[config.mk]
export PLATFORM = sky130hd
export DESIGN_NAME = psfd_queue
export DESIGN_NICKNAME = d
export VERILOG_FILES = /design/src/rtl/core/planar_subtile_fetch_decoder_core_defines.svh /design/src/rtl/core/psfd_pkg.sv /design/src/rtl/core/psfd_queue.sv
export SDC_FILE = /design/constraint.sdc
export NUM_CORES = 1
export LEC_CHECK = 0
export BUFFER_PORTS_ARGS = -buffer_cell sky130_fd_sc_hd__buf_2
export CAP_MARGIN = 20
export CELL_PAD_IN_SITES_DETAIL_PLACEMENT = 1
export CELL_PAD_IN_SITES_GLOBAL_PLACEMENT = 2
export CORE_MARGIN = 5
export CORE_UTILIZATION = 34
export CTS_CLUSTER_SIZE = 10
export DETAILED_ROUTE_END_ITERATION = 6
export GPL_TIMING_DRIVEN = 0
export PLACE_DENSITY_LB_ADDON = 0.05
export SETUP_SLACK_MARGIN = 0.15
export SLEW_MARGIN = 20
export SYNTH_ARGS = -nofsm -noshare
export SYNTH_HDL_FRONTEND = slang
export SYNTH_SLANG_ARGS = --single-unit
[constraint.sdc]
create_clock -name clk_i -period 2.8 [get_ports clk_i]
set_input_delay 0.14 -clock clk_i [delete_from_list [all_inputs] [get_ports clk_i]]
set_output_delay 0.14 -clock clk_i [all_outputs]
set_load 0.01 [all_outputs]
[src/rtl/core/planar_subtile_fetch_decoder_core_defines.svh]
// Assertion macros for the decoder RTL.
`ifndef PLANAR_SUBTILE_FETCH_DECODER_CORE_DEFINES_SVH
`define PLANAR_SUBTILE_FETCH_DECODER_CORE_DEFINES_SVH
`ifndef SYNTH
// Check a property on every rising edge, suspended while reset is active.
`define PSFD_ASSERT(name, prop, msg) \
  name: assert property (@(posedge clk_i) disable iff (!rst_ni) prop) else $error(msg);
// Check a property on every rising edge, reset included.
`define PSFD_ASSERT_ALWAYS(name, prop, msg) \
  name: assert property (@(posedge clk_i) prop) else $error(msg);
`else
`define PSFD_ASSERT(name, prop, msg)
`define PSFD_ASSERT_ALWAYS(name, prop, msg)
`endif
`endif

[src/rtl/core/psfd_pkg.sv]
package psfd_pkg;

  localparam int CHIP_DEPTH  = 16384;
  localparam int MAX_CHIPS   = 8;
  localparam int STORE_DEPTH = CHIP_DEPTH * MAX_CHIPS;
  localparam int ADDR_W      = $clog2(STORE_DEPTH);
  localparam int OFF_W       = 18;
  localparam int BASE_W      = 27;
  localparam int QUEUE_DEPTH = 2;
  localparam int PTR_W       = 1;

  typedef enum logic {
    FUNC_LOAD   = 1'b0,
    FUNC_DECODE = 1'b1
  } func_e;

  typedef enum logic [1:0] {
    STAT_OK       = 2'd0,
    STAT_BAD_QUAD = 2'd1,
    STAT_OVERRUN  = 2'd2
  } status_e;

  typedef enum logic [2:0] {
    REG_CHIP_MODE   = 3'd0,
    REG_BLOCK_SIZE  = 3'd1,
    REG_LINEAR_SIZE = 3'd2,
    REG_CHIP_BYTES  = 3'd3,
    REG_CHIP_TOTAL  = 3'd4
  } reg_e;

  typedef enum logic {
    BK_IDLE = 1'b0,
    BK_READ = 1'b1
  } back_state_e;

  typedef struct packed {
    logic        chip_mode;
    logic [2:0]  block_size;
    logic [17:0] linear_size;
    logic [14:0] eff_bytes;
    logic [3:0]  eff_chips;
  } cfg_t;

  typedef struct packed {
    func_e             func;
    logic [ADDR_W-1:0] addr;
    logic [7:0]        data;
    status_e           status;
    logic [OFF_W-1:0]  base;
    logic              stride16;
  } cmd_t;

  // Interleave four plane bytes into eight nibbles, leftmost pixel on top.
  function automatic logic [31:0] pack_row(input logic [7:0] p0, input logic [7:0] p1,
                                           input logic [7:0] p2, input logic [7:0] p3);
    logic [31:0] word;
    word = '0;
    for (int x = 0; x < 8; x++) begin
      word[28-4*x +: 4] = {p3[7-x], p2[7-x], p1[7-x], p0[7-x]};
    end
    return word;
  endfunction

endpackage

[src/rtl/core/psfd_queue.sv]
module psfd_queue (
  input  logic           clk_i,
  input  logic           rst_ni,
  input  logic           push_i,
  input  psfd_pkg::cmd_t push_cmd_i,
  input  logic           pop_i,
  output psfd_pkg::cmd_t head_o,
  output logic           full_o,
  output logic           empty_o
);

  psfd_pkg::cmd_t                entry_q [psfd_pkg::QUEUE_DEPTH];
  logic [psfd_pkg::PTR_W-1:0]    wr_q, wr_d, rd_q, rd_d;
  logic [psfd_pkg::PTR_W:0]      cnt_q, cnt_d;

  always_comb begin
    wr_d  = push_i ? wr_q + 1'b1 : wr_q;
    rd_d  = pop_i ? rd_q + 1'b1 : rd_q;
    cnt_d = cnt_q + (psfd_pkg::PTR_W + 1)'(push_i) - (psfd_pkg::PTR_W + 1)'(pop_i);
  end

  always_ff @(posedge clk_i or negedge rst_ni) begin
    if (!rst_ni) begin
      wr_q  <= '0;
      rd_q  <= '0;
      cnt_q <= '0;
    end else begin
      wr_q  <= wr_d;
      rd_q  <= rd_d;
      cnt_q <= cnt_d;
    end
  end

  always_ff @(posedge clk_i) begin
    if (push_i) begin
      entry_q[wr_q] <= push_cmd_i;
    end
  end

  assign head_o  = entry_q[rd_q];
  assign full_o  = (cnt_q == (psfd_pkg::PTR_W + 1)'(psfd_pkg::QUEUE_DEPTH));
  assign empty_o = (cnt_q == '0);

endmodule

======== Yosys cells after proc, flatten, opt, wreduce, memory -nomap -nowiden ========
Memories as Yosys holds them, arrays and structs flattened.
Index checks and enable logic that the tools add are counted.
word-level totals
  input port bits ......................... 51
  memories ................................ 1
  bits in registers ....................... 4
  RAM bits ................................ 94
  logic and storage cells ................. 12
  output and inout bits ................... 49
memory list
  memory   words  bits a word  read ports  clocked after memory_dff  wr ports  RTL line          RTL
  entry_q  2      47           1           0                         1         psfd_queue.sv:12  psfd_pkg::cmd_t entry_q [psfd_pkg::QUEUE_DEPTH];
cells by class
  reductions and logical operators ........ 1
  add/subtract/negate cells ............... 4
  muxes and demuxes ....................... 2
  equality and inequality tests ........... 1
operators with widths
  operator             count
  $add 1x1->1 const B  2
  $add 2x1->2          1
  $eq 2x2->1 const B   1
  $logic_not 2->1      1
  $mux 1               2
  $sub 2x1->2          1

======== Logic depth before layout (Yosys ltp) ========
  word-level depth ........................ 2
  depth in mapped cells ................... 5
  gate-level depth less buffers ........... 5

======== Least setup slack after synthesis ========
Ideal clock, no wire load.
  kind .................................... register to register
  from .................................... reg wr_q
  to ...................................... mem entry_q[0][0] (netlist name) (enable)
  slack ................................... -0.158 ns
  clock period less this slack ............ 2.958 ns
  stages on the path, launching flop included .. 2
  required time ........................... 2.343 ns
  library setup time ...................... 0.457 ns
  path buffers ............................ 0
  arrival time ............................ 2.501 ns
  cells stage by stage .................... dfrtp_1 nor2b_1
RTL lines
  what                    RTL line          RTL
  start, declared         psfd_queue.sv:13  logic [psfd_pkg::PTR_W-1:0] wr_q, wr_d, rd_q, rd_d;
  start signal, assigned  psfd_queue.sv:28  wr_q <= wr_d;
  end, declared           psfd_queue.sv:12
No word-level cell before the write port.

==> impl_metrics.py <==
metrics = {
    "synthesis": {
        "yosys_warnings": 0,
        "synth_cell_types": 13,
        "syn_area_per_cell_um2": 22.8,
        "syn_inst": 161,
        "synth-seq-cells": 98,
        "syn_nets": 214,
        "synth_seq_area_share_pct": 79.7,
        "netlist_area_um2": 3670,
    },
    "grt": {
        "grt_max_degree": 48,
        "track_usage_pct": 11.3,
        "overflow": 0,
        "antenna_found_initial": 0,
        "grt_pass1_vias": 2164,
        "grt_pass1_wl_um": 10900,
    },
    "timing": {
        "clock_skew_ns": 0.00488,
        "worst_pin_slew_ns": 0.668,
        "relSlewSlack_pct": 55.5,
        "setup-tns-final_ns": 0,
        "finalHoldViolCount": 0,
        "drv_slew": 0,
        "setup_viol": 0,
        "period_minus_slack_ns": 1.71,
        "fmax_mhz": 584,
        "fin_crit_sh_pct": 61.2,
        "grt_setup_unrepaired": "no",
    },
    "setup_path": {
        "worstSetupPathType": "reg -> out",
        "cpPeakStageDelay_ns": 0.39,
        "critPathTopFamily": "buffers and inverters",
        "required_ns": 2.66,
        "cpMostUsedCell": "buf_6",
        "crit_path_cell_trace": "buf_6 > buf_6 > mux2_4 > buf_2",
        "r2r-start": "wr_q$_DFFE_PN0P_",
        "cp-startpoint": "rd_q$_DFFE_PN0P_",
        "critPathLaunchType": "flip-flop",
        "cpMaxStageDelayCell": "dfrtp_1",
        "cp_max_fo": 10,
        "cp-end-kind": "output pin",
        "cp_num_buf_inv": 3,
        "worstPathArrival_ns": 1.57,
    },
    "route": {
        "drtPass1Iterations": 4,
        "via_count": 1990,
        "ant_nets": 0,
        "wire_per_inst_um": 15.0,
        "drt_wl_total_um": 7010,
        "drc_errors": 0,
        "vias_per_cell": 4.27,
        "drtIter0Drc": 45,
    },
    "job": {
        "drv_cap": 0,
    },
    "final_layout": {
        "layout.nets": 375,
        "drive_gt1_share_pct": 50.9,
        "antennaDiodeCount": 0,
        "final_area_um2": 5060,
        "area_growth_pct": 38.0,
    },
    "power_and_ir_drop": {
        "power_w": 0.00438,
        "p_per_area_nw_per_um2": 865,
        "leakagePower_nw": 2.00,
        "vdd_drop_max_mv": 0.361,
    },
    "clock_network": {
        "postCtsSetupBuffers": 0,
        "cts_resized": 0,
        "root_buffer": "clkbuf_8",
        "tritoncts": "done",
        "insertion_delay_ns": 0.35,
        "postCtsHoldBufs": 49,
        "clockBufferDepth": 2,
        "cts_buffers": 9,
        "htreeDepth": 3,
        "clock-sinks": 98,
        "clk_pin_slew_ns": 0.08,
    },
    "worst_hold_path": {
        "hold_class": "in -> reg",
        "hold_start": "push_i",
    },
    "floorplan": {
        "die_area_um2": 13000,
        "coreArea_um2": 10700,
        "pin_count": 100,
        "die_w_um": 114,
        "rows": 38,
        "start_util_pct": 34.3,
        "die-height_um": 114,
    },
    "placed_design": {
        "placed_area_um2": 4400,
        "gp_congestion": 0.624,
        "hpwl_um": 4560,
        "numPortBuffers": 99,
    },
    "status": {
        "outcome": "finished clean",
    },
}
[cell usage in the layout (no fill, tap or decap), drive strengths merged]
cell | netlist | final
mux2 | 47 | 47
dlygate4sd3 | 0 | 49
edfxtp | 94 | 94
buf | 5 | 106
clkbuf | 0 | 10
nor2 | 1 | 1
bufinv | 0 | 1
clkinv | 0 | 4
xor2 | 2 | 2
nor2b | 2 | 2
ha | 2 | 2
dfrtp | 4 | 4
and2 | 1 | 1
inv | 2 | 2
xor3 | 1 | 1
[layout make-up]
type                    count  area (um^2)
plain buffers               5         43.8
well taps                 140          175
repair buffers            150         1030
inverters                   2         7.51
flip-flops and latches     98         2920
clock buffers              10          128
multi-input cells          56          703
fillers                  1052         5640
clock inverters             5         46.3
[cells in the mapped netlist]
cell      number  area (um^2)
and2_1         1         6.26
buf_2          2         10.0
buf_6          3         33.8
dfrtp_1        4          100
edfxtp_1      94         2820
ha_1           2         25.0
inv_1          2         7.51
mux2_2        27          304
mux2_4        20          300
nor2_1         1         3.75
nor2b_1        2         12.5
xor2_1         2         17.5
xor3_1         1         23.8
[routing by layer]
| metal | vias up | global-route usage, % | share of wire, % |
|---|---|---|---|
| li1 | 946 | - | - |
| met1 | 969 | 13.4 | 40 |
| met2 | 65 | 18.8 | 52 |
| met3 | 10 | 2.71 | 5.9 |
| met4 | 0 | 6.18 | 2.0 |
| met5 | - | 0 | 0 |
[flip-flops by register name, indices dropped and copies added, names as in the netlist]
name	count
wr_q	1
cnt_q	2
rd_q	1
entry_q	94
[cell families (layout without fill, tap and decap cells)]
logic type                 after synthesis  in the layout  share of synthesized area (%)
buffers and inverters                    7            172                           1.40
and+or+nand+nor                          4              4                          0.614
DFF                                     98             98                           79.7
muxes                                   47             47                           16.5
xor gates and xnor gates                 3              3                           1.13
adders and majority gates                2              2                          0.682
[where the power goes]
group          internal, W  leakage [nW]  switching [W]
Combinational     0.000785         0.979       0.000734
Sequential         0.00195         0.929      0.0000778
Clock             0.000398        0.0886       0.000436
[worst paths after layout]
| path | cells past startpoint | end | slack, ns |
|---|---|---|---|
| worst max-delay path | 4 | head_o[26] | 1.09 |
| worst min-delay path | 2 | wr_q$_DFFE_PN0P_ | 0.03 |
| worst max register to register | 1 | entry_q[1][20]$_DFFE_PP_ | 1.38 |
| worst min register to register | 1 | wr_q$_DFFE_PN0P_ | 0.55 |
| max in group asynchronous | 2 | rd_q$_DFFE_PN0P_ | 2.56 |
| min in group asynchronous | 2 | cnt_q[0]$_DFF_PN0_ | 0.12 |
[stage by stage]
stage | cells | util [%] | hold WS [ns] | worst slack, ns
finish | 466 | 47.3 | 0.0304 | 1.09
global route | 466 | 47.3 | 0.0280 | 0.982
CTS | 466 | 47.3 | 0.00537 | 1.02
detailed placement | 402 | 41.1 | -0.0409 | 1.35
global placement | 400 | 40.6 | -0.0456 | -0.105
floorplan | 161 | - | -0.156 | 0.744
Power figures use the tool's default switching activity.
